<file path="src/rtl/rsvm_pkg.sv">
// Shared types, codes and default sizes for the register stack machine.
package rsvm_pkg;

    localparam int STACK_DEPTH_DEF = 2048;
    localparam int CODE_LENGTH_DEF = 512;
    localparam int MAX_LEVELS_DEF  = 3;
    localparam int NUM_REGS_DEF    = 8;

    localparam int PC_OUT_W = 10;

    // I/O selectors of the SIO instruction.
    localparam int SIO_WRITE = 1;
    localparam int SIO_READ  = 2;
    localparam int SIO_HALT  = 3;

    typedef enum logic [4:0] {
        OP_LIT = 5'd1,
        OP_RTN = 5'd2,
        OP_LOD = 5'd3,
        OP_STO = 5'd4,
        OP_CAL = 5'd5,
        OP_INC = 5'd6,
        OP_JMP = 5'd7,
        OP_JPC = 5'd8,
        OP_SIO = 5'd9,
        OP_NEG = 5'd10,
        OP_ADD = 5'd11,
        OP_SUB = 5'd12,
        OP_MUL = 5'd13,
        OP_DIV = 5'd14,
        OP_ODD = 5'd15,
        OP_MOD = 5'd16,
        OP_EQL = 5'd17,
        OP_NEQ = 5'd18,
        OP_LSS = 5'd19,
        OP_LEQ = 5'd20,
        OP_GTR = 5'd21,
        OP_GEQ = 5'd22
    } op_t;

    typedef enum logic [1:0] {
        FAULT_NONE  = 2'd0,
        FAULT_DIV   = 2'd1,
        FAULT_RANGE = 2'd2
    } fault_t;

    typedef enum logic [4:0] {
        ST_CLEAR,
        ST_IDLE,
        ST_RD_Y,
        ST_RD_Z,
        ST_DISPATCH,
        ST_WALK,
        ST_WALK_WAIT,
        ST_LOD_WAIT,
        ST_CAL_W0,
        ST_CAL_W1,
        ST_CAL_W2,
        ST_CAL_W3,
        ST_RTN_RD,
        ST_RTN_W0,
        ST_RTN_W1,
        ST_DIV,
        ST_RESULT
    } state_t;

    // Commands from the controller to the datapath.
    typedef struct packed {
        logic       accept;
        logic       rd_y;
        logic       rd_z;
        logic       exec;
        logic       walk_init;
        logic       walk_issue;
        logic       walk_step;
        logic       fail_range;
        logic       lod_issue;
        logic       lod_write;
        logic       sto_write;
        logic       cal_wr;
        logic [1:0] cal_sel;
        logic       rtn_issue_a;
        logic       rtn_issue_b;
        logic       rtn_finish;
        logic       div_start;
        logic       div_finish;
        logic       clr_wr;
        logic       finish;
    } cmd_t;

    // Status from the datapath to the controller.
    typedef struct packed {
        logic       clear_last;
        logic       running;
        logic [4:0] opcode;
        logic       walk_bad;
        logic       walk_zero;
        logic       link_ok;
        logic       addr_ok;
        logic       frame_ok;
        logic       ret_ok;
        logic       y_zero;
        logic       div_done;
        logic       slot_free;
    } sts_t;

endpackage

</file>
<file path="src/rtl/rsvm_ctrl.sv">
// Controller state machine that sequences each instruction through the datapath.
module rsvm_ctrl import rsvm_pkg::*; (
    input  logic clk,
    input  logic rst_n,
    input  logic in_valid,
    output logic in_ready,
    input  sts_t sts,
    output cmd_t cmd
);

    state_t state_reg, state_next;
    op_t    op;

    assign op = op_t'(sts.opcode);

    always_comb
    begin
        state_next = state_reg;
        unique case (state_reg)
            ST_CLEAR:     if (sts.clear_last) state_next = ST_IDLE;
            ST_IDLE:
            begin
                if (in_valid)
                begin
                    state_next = sts.running ? ST_RD_Y : ST_RESULT;
                end
            end
            ST_RD_Y:      state_next = ST_RD_Z;
            ST_RD_Z:      state_next = ST_DISPATCH;
            ST_DISPATCH:
            begin
                case (op)
                    OP_LOD, OP_STO, OP_CAL:
                        state_next = sts.walk_bad ? ST_RESULT : ST_WALK;
                    OP_RTN:
                        state_next = ST_RTN_RD;
                    OP_DIV, OP_MOD:
                        state_next = sts.y_zero ? ST_RESULT : ST_DIV;
                    default:
                        state_next = ST_RESULT;
                endcase
            end
            ST_WALK:
            begin
                if (!sts.walk_zero)
                begin
                    state_next = sts.link_ok ? ST_WALK_WAIT : ST_RESULT;
                end
                else if (op == OP_CAL)
                begin
                    state_next = sts.frame_ok ? ST_CAL_W0 : ST_RESULT;
                end
                else if (op == OP_LOD)
                begin
                    state_next = sts.addr_ok ? ST_LOD_WAIT : ST_RESULT;
                end
                else
                begin
                    state_next = ST_RESULT;
                end
            end
            ST_WALK_WAIT: state_next = ST_WALK;
            ST_LOD_WAIT:  state_next = ST_RESULT;
            ST_CAL_W0:    state_next = ST_CAL_W1;
            ST_CAL_W1:    state_next = ST_CAL_W2;
            ST_CAL_W2:    state_next = ST_CAL_W3;
            ST_CAL_W3:    state_next = ST_RESULT;
            ST_RTN_RD:    state_next = sts.ret_ok ? ST_RTN_W0 : ST_RESULT;
            ST_RTN_W0:    state_next = ST_RTN_W1;
            ST_RTN_W1:    state_next = ST_RESULT;
            ST_DIV:       if (sts.div_done) state_next = ST_RESULT;
            ST_RESULT:    if (sts.slot_free) state_next = ST_IDLE;
            default:      state_next = ST_CLEAR;
        endcase
    end

    always_comb
    begin
        cmd      = '0;
        in_ready = 1'b0;
        unique case (state_reg)
            ST_CLEAR:     cmd.clr_wr = 1'b1;
            ST_IDLE:
            begin
                in_ready   = 1'b1;
                cmd.accept = in_valid;
            end
            ST_RD_Y:      cmd.rd_y = 1'b1;
            ST_RD_Z:      cmd.rd_z = 1'b1;
            ST_DISPATCH:
            begin
                case (op)
                    OP_LOD, OP_STO, OP_CAL:
                    begin
                        cmd.walk_init  = 1'b1;
                        cmd.fail_range = sts.walk_bad;
                    end
                    OP_RTN: ;
                    OP_DIV, OP_MOD:
                    begin
                        cmd.exec      = sts.y_zero;
                        cmd.div_start = !sts.y_zero;
                    end
                    default: cmd.exec = 1'b1;
                endcase
            end
            ST_WALK:
            begin
                if (!sts.walk_zero)
                begin
                    cmd.walk_issue = sts.link_ok;
                    cmd.fail_range = !sts.link_ok;
                end
                else if (op == OP_CAL)
                begin
                    cmd.fail_range = !sts.frame_ok;
                end
                else if (op == OP_LOD)
                begin
                    cmd.lod_issue  = sts.addr_ok;
                    cmd.fail_range = !sts.addr_ok;
                end
                else
                begin
                    cmd.sto_write  = sts.addr_ok;
                    cmd.fail_range = !sts.addr_ok;
                end
            end
            ST_WALK_WAIT: cmd.walk_step = 1'b1;
            ST_LOD_WAIT:  cmd.lod_write = 1'b1;
            ST_CAL_W0:    begin cmd.cal_wr = 1'b1; cmd.cal_sel = 2'd0; end
            ST_CAL_W1:    begin cmd.cal_wr = 1'b1; cmd.cal_sel = 2'd1; end
            ST_CAL_W2:    begin cmd.cal_wr = 1'b1; cmd.cal_sel = 2'd2; end
            ST_CAL_W3:    begin cmd.cal_wr = 1'b1; cmd.cal_sel = 2'd3; end
            ST_RTN_RD:
            begin
                cmd.rtn_issue_a = sts.ret_ok;
                cmd.fail_range  = !sts.ret_ok;
            end
            ST_RTN_W0:    cmd.rtn_issue_b = 1'b1;
            ST_RTN_W1:    cmd.rtn_finish = 1'b1;
            ST_DIV:       cmd.div_finish = sts.div_done;
            ST_RESULT:    cmd.finish = sts.slot_free;
            default: ;
        endcase
    end

    always_ff @(posedge clk or negedge rst_n)
    begin
        if (!rst_n)
        begin
            state_reg <= ST_CLEAR;
        end
        else
        begin
            state_reg <= state_next;
        end
    end

endmodule

</file>
<file path="config.mk">
export PLATFORM = sky130hd
export DESIGN_NAME = rsvm_ctrl
export DESIGN_NICKNAME = d
export VERILOG_FILES = /design/src/rtl/rsvm_pkg.sv /design/src/rtl/rsvm_ctrl.sv
export SDC_FILE = /design/constraint.sdc
export NUM_CORES = 1
export LEC_CHECK = 0
export BUFFER_PORTS_ARGS = -buffer_cell sky130_fd_sc_hd__buf_2
export CAP_MARGIN = 30
export CELL_PAD_IN_SITES_DETAIL_PLACEMENT = 1
export CELL_PAD_IN_SITES_GLOBAL_PLACEMENT = 1
export CORE_ASPECT_RATIO = 0.6
export CORE_UTILIZATION = 30
export DETAILED_ROUTE_END_ITERATION = 10
export GPL_TIMING_DRIVEN = 0
export PLACE_DENSITY = 0.78
export SLEW_MARGIN = 5
export SYNTH_ARGS = -nofsm -noshare
export SYNTH_HDL_FRONTEND = slang
export SYNTH_SLANG_ARGS = --single-unit
</file>
<file path="constraint.sdc">
create_clock -name clk -period 2.1 [get_ports clk]
set_input_delay 0.105 -clock clk [delete_from_list [all_inputs] [get_ports clk]]
set_output_delay 0.105 -clock clk [all_outputs]
set_load 0.01 [all_outputs]
</file>
==> out/qor.tcl, run 1 <==
set qor(status) {finished clean}
set qor(critical_path.startpoint_type) {flip-flop}
set qor(slowest_stage) {sky130_fd_sc_hd__dfrtp_1}
set qor(utilization_pct) 43.65
set qor(synth-warning-count) 0
set qor(clock_tree.root_cell) {sky130_fd_sc_hd__clkbuf_8}
set qor(antenna_violating_nets_post_route) 0
set qor(hpwl_um) 2451
set qor(fin_tns_setup_ns) 0
set qor(post_synth.cell_area_avg_um2) 6.732
set qor(finalCriticalPeriod_ns) 1.876
set qor(vdd_drop_max_mv) 0.2803
set qor(io_count) 41
set qor(clock_sink_count) 5
set qor(multi_input_comb_area_um2) 644.4
set qor(clock_tree_skew_after_final_layout_ns) 0.0006879
set qor(finalCritPeriodShare_pct) 89.32
set qor(clkSlewWorstSetupHoldPaths_ns) 0.03
set qor(report.final.slew_viol_count) 0
set qor(cp.required_ns) 2.00
set qor(die_height_um) 42.36
set qor(timing.critical_path.slowest_cell_delay_ns) 0.55
set qor(sequential_area_share_after_synthesis_pct) 15.36
set qor(globalRouteOverflowTotal) 0
set qor(worstSetupEndpointType) {output pin}
set qor(cts_max_level) 1
set qor(portion_of_synthesized_cell_area_occupied_by_the_leading_cell_type_pct) 15.36
set qor(post_synth_main_area_contributors) {sky130_fd_sc_hd__dfrtp_1 15%, sky130_fd_sc_hd__nor2_1 6.9%, sky130_fd_sc_hd__nor2b_1 6.1%}
set qor(max-clock-path-buffers) 2
set qor(viasPerCell) 5.355
set qor(detailed_route_wire_length_um) 2877
set qor(largest_reg_flops) 5
set qor(gr-usage-met1_pct) 31.19
set qor(synth_fp_nets) 140
set qor(cpLargestDelayFamily) {flip-flops}
set qor(core_area_um2) 2540
set qor(cts_buffers) 3
set qor(fp-row-count) 14
set qor(number_of_global_route_vias_before_repair) 982
set qor(cts_tree) {built}
set qor(worstPathArrival_ns) 1.77
set qor(ys_dominant_reg_cell) {sky130_fd_sc_hd__dfrtp_1}
set qor(die_area_um2) 2934
set qor(areaGrowthSynthToFinish_pct) 36.10
set qor(detailedRoute.firstIterationViolations) 36
set qor(dpl.cell_count) 193
set qor(finalNetCount) 185
set qor(synth.ff_latch_count) 5
set qor(grt_first_pass_wirelength_um) 4733
set qor(yosysMostFrequentCell) {sky130_fd_sc_hd__nor2_1}
set qor(synthCells) 121
set qor(worst_slew_margin_relative_to_its_limit_pct) 69.98
set qor(initial_core_util_pct) 32.07
set qor(worst_hold_slack_ns) 0.1021
set qor(routed-via-count) 1055
set qor(grt_busiest_layer) {met1}
set qor(crit_chain) {nor2b_1 > nand2_1 > a211oi_1 > buf_2}
set qor(routed_wire_length_per_instance_um) 14.60
set qor(grt_util_all_layers_pct) 20.28
set qor(global_route_met3_utilization_pct) 2.163
set qor(number_of_unique_standard_cell_types_used_by_synthesis) 42
set qor(post_synth_edffs) 0
set qor(maximum_number_of_pins_on_one_net_before_global_route_repair) 11
set qor(fin_cells) 197
set qor(remaining_drc_errors) 0
set qor(leakagePower_uw) 0.0005322
set qor(worst_hold_path_type) {in -> reg}
set qor(worst-path-buf-inv) 1
set qor(asyncSetResetFlopFracSynth_pct) 100.0
set qor(fp.dieW_um) 69.27
set qor(final_hold_viol_count) 0
set qor(max_clock_freq_mhz) 533.1
set qor(first_pass_iters) 4
set qor(timing.setup.critical_path_class) {reg -> out}
set qor(final_weighted_congestion_of_routability_driven_global_placement) 0.7881
set qor(io_buffers) 40
set qor(fill_cells) 350
set qor(synth_top_area_cell) {sky130_fd_sc_hd__dfrtp_1}
set qor(tightestPinTransition_ns) 0.4462
set qor(power_per_cell_area_nw_per_um2) 930.6
set qor(ff_latch_area_um2) 125.1
set qor(grt_util_met2_pct) 30.49
set qor(initial_antenna_violation_count) 0
set qor(insertedDiodeCount) 0
set qor(cell_area_after_synthesis_um2) 814.5
set qor(crit_fanout) 11
set qor(layout-drive-gt1-share_pct) 29.09
set qor(synth_top_cells_by_count) {15 x sky130_fd_sc_hd__nor2_1, 10 x sky130_fd_sc_hd__nor3_1, 8 x sky130_fd_sc_hd__nor2b_1}
set qor(worst_skew_pair.late_latency_ns) 0.22
set qor(rsz_0062_raised_after_global_routing) {false}
set qor(max-cap-violations) 0
set qor(postCtsSetupBuffers) 0
set qor(finalSetupViolations) 0
[per-stage QoR]
stage	area, µm²	setup slack [ns]	power, µW
floorplan	814.5	0.4429	634.8
global placement	1055	0.2284	836.5
detailed placement	1055	0.2014	855.9
CTS	1110	0.02254	1036
global route	1109	0.01649	1132
finish	1109	0.2243	1032
[cell families after synthesis]
group                      share of synthesized area, %
xor gates and xnor gates                          2.151
adders and majority gates                         1.229
AOI/OAI and AO/OA                                 24.89
buffers and inverters                             5.530
muxes                                             1.229
DFF                                               15.36
and+or+nand+nor                                   49.62
[final timing paths]
check | startpoint | end | slack, ns | depth (start not counted)
min in group asynchronous | rst_n | state_reg[3] | 0.23 | 2
max | state_reg[2] | cmd[17] | 0.22 | 4
max in group asynchronous | rst_n | state_reg[0] | 1.74 | 2
max reg2reg | state_reg[0] | state_reg[4] | 0.27 | 6
min | sts[0] | state_reg[4] | 0.10 | 2
min reg2reg | state_reg[1] | state_reg[4] | 0.75 | 3
[final cells by class]
| class | instances | share of cell area [%] |
|---|---|---|
| tap | 32 | 3.612 |
| buffer | 5 | 1.919 |
| sequential | 5 | 11.29 |
| inverter | 6 | 2.032 |
| timing repair buffer | 41 | 18.96 |
| clock buffer | 4 | 4.063 |
| multi-input combinational | 104 | 58.13 |
[layout by cell type (no fill, tap or decap), types with 3 or more instances in the layout]
master                     Yosys  routed
sky130_fd_sc_hd__buf_2         0      40
sky130_fd_sc_hd__nor2_1       15      15
sky130_fd_sc_hd__nor3_1       10      10
sky130_fd_sc_hd__nor2b_1       8       8
sky130_fd_sc_hd__nand2_1       7       7
sky130_fd_sc_hd__a21oi_1       7       7
sky130_fd_sc_hd__nand2b_1      6       6
sky130_fd_sc_hd__inv_1         6       6
sky130_fd_sc_hd__dfrtp_1       5       5
sky130_fd_sc_hd__clkbuf_1      5       4
sky130_fd_sc_hd__nand3_1       4       4
sky130_fd_sc_hd__o21ai_0       4       4
sky130_fd_sc_hd__a211oi_1      4       4
sky130_fd_sc_hd__nand3b_1      3       3
sky130_fd_sc_hd__and3_1        3       3
sky130_fd_sc_hd__nor4_1        3       3
sky130_fd_sc_hd__clkbuf_8      0       3
[metal layers]
metal | up-vias | share of wire [%]
li1 | 534 | -
met1 | 498 | 53
met2 | 21 | 42
met3 | 2 | 4.4
met4 | 0 | 0.42
met5 | - | 0
[report_power, final]
group / total (µW) / leakage [µW] / switching (µW) / internal [µW]
clock: 174 / 0.0000228 / 44.4 / 130
combinational: 664 / 0.000443 / 405 / 259
sequential: 193 / 0.0000669 / 62.5 / 131
total: 1030 / 0.000532 / 512 / 520
[what timing repair did]
| action | 4_1_cts | 5_1_grt |
|---|---|---|
| endpoints found under the hold margin | 5 | 0 |
| setup endpoints to repair | 0 | 5 |
| resized for setup | 0 | 3 |
| hold buffers | 1 | 0 |
(Power assumes the default switching activity.)
==> run 2: changes to the inputs <==
--- a/config.mk
+++ b/config.mk
@@ -14,6 +14,7 @@
 export DETAILED_ROUTE_END_ITERATION = 10
 export GPL_TIMING_DRIVEN = 0
 export PLACE_DENSITY = 0.78
+export SETUP_SLACK_MARGIN = 0.3
 export SLEW_MARGIN = 5
 export SYNTH_ARGS = -nofsm -noshare
 export SYNTH_HDL_FRONTEND = slang
==> run 2 against run 1 <==
Compared with the run above: die area did not move; clock skew barely moved; sequential power fell by 4%; non-clock buffer count rose by 1; core utilization rose by 2.4 points; fmax rose by 6.1%; via count rose by 3.9%; highest routed layer unchanged; setup slack improved by 0.11 ns; largest cell class unchanged; largest power group unchanged; routed wire length rose by 3.4%; design area rose by 5.4%; worst hold slack barely moved; combinational power rose by 13%.
==> out/qor.tcl, run 2 (synthesis gave the netlist of run 1 again) <==
set qor(detailed_route_wire_length_um) 2975 ;# +3.4%
set qor(grt_first_pass_wirelength_um) 4726 ;# -0.15%
set qor(cp-startpoint) {state_reg[2]}
set qor(routed-via-count) 1096 ;# +3.9%
set qor(status) {finished clean}
set qor(worstPathArrival_ns) 1.66 ;# -0.11 ns
set qor(insertedDiodeCount) 0 ;# unchanged
set qor(detailedRoute.firstIterationViolations) 32 ;# -11%
set qor(cpLargestDelayFamily) {buffers and inverters}
set qor(die_height_um) 42.36 ;# unchanged
set qor(routed_wire_length_per_instance_um) 15.03 ;# +2.9%
set qor(layout-drive-gt1-share_pct) 37.95 ;# +8.9 points
set qor(cp-endpoint) {cmd[17]}
set qor(cp.required_ns) 2.00 ;# about the same
set qor(timing.reg2reg.setup_slack_ns) 0.38 ;# +0.11 ns
set qor(cts_tree) {built}
set qor(mostFrequentLayoutCells) {42 x sky130_fd_sc_hd__buf_2, 15 x sky130_fd_sc_hd__nor2_1, 8 x sky130_fd_sc_hd__nor3_1}
set qor(viasPerCell) 5.535 ;# +3.4%
set qor(remaining_drc_errors) 0 ;# unchanged
set qor(fin_tns_setup_ns) 0 ;# unchanged
set qor(worst_r2r_startpoint) {state_reg[2]}
set qor(worst_slew_margin_relative_to_its_limit_pct) 71.81 ;# +1.8 points
set qor(finalNetCount) 186 ;# +0.54%
set qor(initial_antenna_violation_count) 0 ;# unchanged
set qor(finalSetupViolations) 0 ;# unchanged
set qor(worst_hold_path_type) {in -> reg}
set qor(fp-row-count) 14 ;# unchanged
set qor(power_per_cell_area_nw_per_um2) 946.3 ;# +1.7%
set qor(tightestPinTransition_ns) 0.4170 ;# -0.02913 ns
set qor(worstSetupEndpointType) {output pin}
set qor(timing.critical_path.depth) 5 ;# +1
set qor(max_clock_freq_mhz) 565.4 ;# +6.1%
set qor(maximum_number_of_pins_on_one_net_before_global_route_repair) 11 ;# unchanged
set qor(dpl.cell_count) 193 ;# unchanged
set qor(core_area_um2) 2540 ;# unchanged
set qor(cts_max_level) 1 ;# unchanged
set qor(finalCritPeriodShare_pct) 84.22 ;# -5.1 points
set qor(areaGrowthSynthToFinish_pct) 43.47
set qor(fill_cells) 342 ;# -2.3%
set qor(report.final.slew_viol_count) 0 ;# unchanged
set qor(antenna_violating_nets_post_route) 0 ;# unchanged
set qor(ff_latch_area_um2) 126.4 ;# +1.0%
set qor(first_pass_iters) 4 ;# unchanged
set qor(cts_buffers) 3 ;# unchanged
set qor(fp.dieW_um) 69.27 ;# unchanged
set qor(number_of_global_route_vias_before_repair) 977 ;# -0.51%
set qor(critical_path.startpoint_type) {flip-flop}
set qor(io_count) 41 ;# unchanged
set qor(finalCriticalPeriod_ns) 1.769 ;# -0.1072 ns
set qor(clock_sink_count) 5 ;# unchanged
set qor(timing.critical_path.slowest_cell_delay_ns) 0.35 ;# -0.20 ns
set qor(hpwl_um) 2451 ;# unchanged
set qor(crit_fanout) 10 ;# -1
set qor(path_common_cell) {sky130_fd_sc_hd__buf_2}
set qor(ff2ff_path_depth) 5 ;# -1
set qor(grt_util_all_layers_pct) 20.28 ;# unchanged
set qor(crit_chain) {buf_2 > nor2b_2 > nand2_2 > a211oi_2 > buf_2}
set qor(initial_core_util_pct) 32.07 ;# unchanged
set qor(clkSlewWorstSetupHoldPaths_ns) 0.03 ;# about the same
set qor(mostFrequentLayoutCell) {sky130_fd_sc_hd__buf_2}
set qor(io_buffers) 40 ;# unchanged
set qor(utilization_pct) 46.01 ;# +2.4 points
set qor(globalRouteOverflowTotal) 0 ;# unchanged
set qor(leakagePower_uw) 0.0005564 ;# +4.5%
set qor(final_hold_viol_count) 0 ;# unchanged
set qor(worst_skew_pair.late_latency_ns) 0.22 ;# about the same
set qor(slowest_stage) {sky130_fd_sc_hd__dfrtp_1}
set qor(multi_input_comb_area_um2) 693.2 ;# +7.6%
set qor(vdd_drop_max_mv) 0.2854 ;# +1.8%
set qor(worst-path-buf-inv) 2 ;# +1
set qor(max-clock-path-buffers) 2 ;# unchanged
set qor(fin_cells) 198 ;# +0.51%
set qor(final_weighted_congestion_of_routability_driven_global_placement) 0.7881 ;# unchanged
set qor(max-cap-violations) 0 ;# unchanged
set qor(critical_path.reg2reg.endpoint) {state_reg[3]}
set qor(timing.setup.critical_path_class) {reg -> out}
set qor(clock_tree.root_cell) {sky130_fd_sc_hd__clkbuf_8}
set qor(rsz_0062_raised_after_global_routing) {true}
set qor(largest_reg_flops) 5 ;# unchanged
set qor(die_area_um2) 2934 ;# unchanged
set qor(clock_tree_skew_after_final_layout_ns) 0.0005469 ;# -0.0001410 ns
-- run 2: per-stage QoR --
stage | total power (µW) | worst slack [ns] | cell area, µm² | hold slack (ns)
6_report | 1106 | 0.3315 | 1169 | 0.1020
5_1_grt | 1202 | 0.2278 | 1169 | 0.1044
4_1_cts | 1044 | 0.1767 | 1115 | 0.09993
3_5_place_dp | 855.9 | 0.2014 | 1055 | -0.07914
3_3_place_gp | 836.5 | 0.2284 | 1055 | -0.08455
2_1_floorplan | 634.8 | 0.4429 | 814.5 | -0.1906
-- run 2: timing repair --
item | CTS | global route
setup endpoints to repair | 15 | 17
setup buffers | 0 | 0
gates resized for setup | 4 | 18
pin swaps | 0 | 1
hold endpoints to repair | 5 | 0
hold buffers | 1 | 0
-- run 2: worst min-delay path by stage --
stage,startpoint,endpoint,slack (ns),cells after the start
2_1_floorplan,rst_n,state_reg[0],-0.19,0
3_3_place_gp,rst_n,state_reg[4],-0.08,1
6_report,sts[0],state_reg[4],0.10,2
4_1_cts,sts[0],state_reg[4],0.1,2
5_1_grt,sts[0],state_reg[4],0.10,2
3_5_place_dp,rst_n,state_reg[2],-0.08,1
-- run 2: per-layer routing --
metal	share of wire [%]	vias up	track usage, %	wire (µm)
met5	0	-	0	0
met3	4.4	2	2.163	130
met1	53	534	31.33	1584
met2	42	26	30.29	1248
li1	-	534	-	-
met4	0.40	0	3.673	12
-- run 2: layout make-up --
| class | count | share of cell area [%] |
|---|---|---|
| Timing Repair Buffer | 41 | 17.99 |
| Sequential cell | 5 | 10.81 |
| Tap cell | 32 | 3.426 |
| Multi-Input combinational cell | 104 | 59.31 |
| Buffer | 6 | 2.677 |
| Inverter | 6 | 1.927 |
| Clock buffer | 4 | 3.854 |
-- run 2: report_power, final --
group          internal (µW)  switching, µW  leakage, µW
registers                131           53.9    0.0000652
clock network            130           44.3    0.0000228
logic                    301            446     0.000468
==> run 3: changes to the inputs <==
--- a/config.mk
+++ b/config.mk
@@ -10,10 +10,10 @@
 export CELL_PAD_IN_SITES_DETAIL_PLACEMENT = 1
 export CELL_PAD_IN_SITES_GLOBAL_PLACEMENT = 1
 export CORE_ASPECT_RATIO = 0.6
-export CORE_UTILIZATION = 30
+export CORE_UTILIZATION = 27
 export DETAILED_ROUTE_END_ITERATION = 10
 export GPL_TIMING_DRIVEN = 0
-export PLACE_DENSITY = 0.78
+export PLACE_DENSITY = 0.74
 export SETUP_SLACK_MARGIN = 0.3
 export SLEW_MARGIN = 5
 export SYNTH_ARGS = -nofsm -noshare
==> constraint.sdc (replaced) <==
create_clock -name clk -period 1.6 [get_ports clk]
set_input_delay 0.08 -clock clk [delete_from_list [all_inputs] [get_ports clk]]
set_output_delay 0.08 -clock clk [all_outputs]
set_load 0.01 [all_outputs]
==> run 3 against run 2 <==
Compared with the run above: the run now ends with negative setup slack left; sequential power grew 64%; sequential cell count is the same; critical path depth shrank 1; setup slack lost 0.46 ns; highest routed layer unchanged.
==> out/qor.tcl, run 3 (synthesis gave the netlist of run 1 again) <==
set qor(finalCritPeriodShare_pct) 107.9
set qor(worst_hold_slack_ns) 0.07810 ;# -0.02392 ns
set qor(sequentialPowerShare_pct) 11.4 ;# -5.3 points
set qor(ff2ff_path_depth) 6 ;# +1
set qor(clock_sink_count) 5 ;# unchanged
set qor(timing.reg2reg.setup_slack_ns) -0.11 ;# -0.49 ns
set qor(setup_slack_ns) -0.1271 ;# -0.4586 ns
set qor(cpLargestDelayFamily) {flip-flops}
set qor(io_buffers) 40 ;# unchanged
set qor(report.final.slew_viol_count) 0 ;# unchanged
set qor(die_area_um2) 3248 ;# +11%
set qor(largest_reg_flops) 5 ;# unchanged
set qor(finalNetCount) 215 ;# +16%
set qor(antenna_violating_nets_post_route) 0 ;# unchanged
set qor(final_weighted_congestion_of_routability_driven_global_placement) 0.8224 ;# +4.4%
set qor(grt_util_all_layers_pct) 27.17 ;# +6.9 points
set qor(clockPowerShare_pct) 8.8 ;# -7.0 points
set qor(worstPathArrival_ns) 1.65 ;# about the same
set qor(clock_tree.root_cell) {sky130_fd_sc_hd__clkbuf_8}
set qor(timing.setup.critical_path_class) {reg -> out}
set qor(viasPerCell) 5.722 ;# +3.4%
set qor(final_hold_viol_count) 0 ;# unchanged
set qor(critical_path.reg2reg.endpoint) {state_reg[1]}
set qor(fill_cells) 338 ;# -1.2%
set qor(routed-via-count) 1356 ;# +24%
set qor(initial_core_util_pct) 28.37 ;# -3.7 points
set qor(finalCriticalPeriod_ns) 1.727
set qor(leakagePower_uw) 0.0008080 ;# +45%
set qor(internal_power_uw) 1370 ;# +140%
set qor(clkSlewWorstSetupHoldPaths_ns) 0.04 ;# about the same
set qor(routed_wire_length_per_instance_um) 23.89 ;# +59%
set qor(insertedDiodeCount) 0 ;# unchanged
set qor(detailed_route_wire_length_um) 5661 ;# +90%
set qor(max-clock-path-buffers) 2 ;# unchanged
set qor(finalSetupViolations) 10 ;# +10
set qor(fin_total_pwr_uw) 2658 ;# +140%
set qor(power.share.combinational_pct) 79.8 ;# +12 points
set qor(critical_path.startpoint_type) {flip-flop}
set qor(rsz_0062_raised_after_global_routing) {true}
set qor(cp.required_ns) 1.52 ;# -0.48 ns
set qor(cts_buffers) 3 ;# unchanged
set qor(vdd_drop_max_mv) 0.7808 ;# +170%
set qor(layout-drive-gt1-share_pct) 70.77 ;# +33 points
set qor(fin_tns_setup_ns) -0.6377 ;# -0.6377 ns
set qor(worst_skew_pair.late_latency_ns) 0.22 ;# about the same
set qor(worst_slew_margin_relative_to_its_limit_pct) 58.97 ;# -13 points
set qor(fp-row-count) 15 ;# +1
set qor(io_count) 41 ;# unchanged
set qor(detailedPlace.worstSlack_ns) -0.2704 ;# -0.4717 ns
set qor(status) {complete, but fails checks}
set qor(detailedRoute.firstIterationViolations) 83 ;# +160%
set qor(worst_r2r_startpoint) {state_reg[1]}
set qor(remaining_drc_errors) 0 ;# unchanged
set qor(tightestPinTransition_ns) 0.6132 ;# +0.1962 ns
set qor(number_of_global_route_vias_before_repair) 1207 ;# +24%
set qor(initial_antenna_violation_count) 0 ;# unchanged
set qor(grt_first_pass_wirelength_um) 6575 ;# +39%
set qor(switching_power_uw) 1288 ;# +140%
set qor(mostFrequentLayoutCell) {sky130_fd_sc_hd__buf_2}
set qor(cts_tree) {built}
set qor(slowest_stage) {sky130_fd_sc_hd__dfrtp_2}
set qor(max_clock_freq_mhz) 579.0
set qor(cts_max_level) 1 ;# unchanged
set qor(crit_chain) {nor3_4 > nand2_4 > a211oi_4 > buf_2}
set qor(crit_fanout) 7 ;# -3
set qor(die_height_um) 44.55 ;# +5.2%
set qor(areaGrowthSynthToFinish_pct) 123.3
set qor(worst-path-buf-inv) 1 ;# -1
set qor(worst_hold_path_type) {in -> reg}
set qor(mostFrequentLayoutCells) {31 x sky130_fd_sc_hd__buf_2, 23 x sky130_fd_sc_hd__buf_4, 11 x sky130_fd_sc_hd__buf_6}
set qor(timing.critical_path.slowest_cell_delay_ns) 0.48 ;# +0.13 ns
set qor(fp.dieW_um) 72.91 ;# +5.3%
set qor(holdPathEnd) {state_reg[4]}
set qor(hpwl_um) 2570 ;# +4.9%
set qor(worstSetupEndpointType) {output pin}
set qor(globalRouteOverflowTotal) 0 ;# unchanged
set qor(holdPathStages) 2 ;# unchanged
set qor(min_from) {sts[0]}
set qor(violations_in_the_final_reports) {negative setup slack}
set qor(first_pass_iters) 4 ;# unchanged
set qor(switching_share_pct) 48.46 ;# -0.71 points
set qor(maximum_number_of_pins_on_one_net_before_global_route_repair) 11 ;# unchanged
set qor(core_area_um2) 2872 ;# +13%
set qor(power_per_cell_area_nw_per_um2) 1461 ;# +54%
set qor(clock_tree_skew_after_final_layout_ns) 0.001048 ;# +0.0005014 ns
set qor(max-cap-violations) 0 ;# unchanged
-- run 3: changes by cell type in the layout (fill, tap and decap cells not counted), moves of 4 or more --
cell	delta
sky130_fd_sc_hd__buf_2	-11
sky130_fd_sc_hd__nand2_1	-4
sky130_fd_sc_hd__nor2b_4	+4
sky130_fd_sc_hd__nor3_1	-7
sky130_fd_sc_hd__nor2_1	-6
sky130_fd_sc_hd__nand2b_1	-4
sky130_fd_sc_hd__nor3_4	+4
sky130_fd_sc_hd__buf_6	+11
sky130_fd_sc_hd__buf_8	+5
sky130_fd_sc_hd__buf_4	+23
-- run 3: per-stage QoR --
| stage | cell area (µm²) | util [%] | instances |
|---|---|---|---|
| floorplan | 869.6 | - | 121 |
| global placement | 1122 | 39.09 | 203 |
| detailed placement | 1122 | 39.09 | 203 |
| CTS | 1587 | 55.25 | 228 |
| global route | 1819 | 63.36 | 237 |
| finish | 1819 | 63.36 | 237 |
-- run 3: worst max-delay path by stage --
| stage | slack, ns | cells past startpoint | from | end |
|---|---|---|---|---|
| floorplan | 0.16 | 5 | sts[10] | state_reg[4] |
| global placement | -0.18 | 6 | sts[10] | state_reg[4] |
| detailed placement | -0.27 | 6 | sts[10] | state_reg[4] |
| CTS | -0.01 | 6 | state_reg[0] | state_reg[4] |
| global route | -0.19 | 8 | state_reg[0] | state_reg[2] |
| finish | -0.13 | 4 | state_reg[4] | cmd[17] |
-- run 3: power by group through the flow --
stage	combinational [µW]	clock (µW)	sequential (µW)
after floorplan	715	0	217
after global placement	961	0	239
after detailed placement	987	0	245
after CTS	1590	238	272
after global routing	2200	245	307
final	2120	234	303
-- run 3: final cells by class --
| type | instances | area [µm²] | area share [%] |
|---|---|---|---|
| Inverter | 6 | 27.53 | 1.513 |
| Sequential cell | 5 | 130.1 | 7.153 |
| Buffer | 6 | 91.34 | 5.021 |
| Multi-Input combinational cell | 104 | 953.4 | 52.41 |
| Timing Repair Buffer | 70 | 519.2 | 28.54 |
| Tap cell | 42 | 52.55 | 2.889 |
| Clock buffer | 4 | 45.04 | 2.476 |
-- run 3: timing repair --
item	CTS	global route
setup buffers	19	9
pin swaps	11	11
setup endpoints to repair	27	27
hold buffers	1	0
hold endpoints to repair	5	0
gates cloned	1	0
resized for setup	64	36
-- run 3: metal layers --
layer  wire length, µm  track usage, %  vias to the layer above
met5                 0               0                        -
met4                95           5.882                        0
met3               362           3.645                       12
met2              2546           41.50                       52
met1              2656           40.49                      700
li1                  -               -                      592
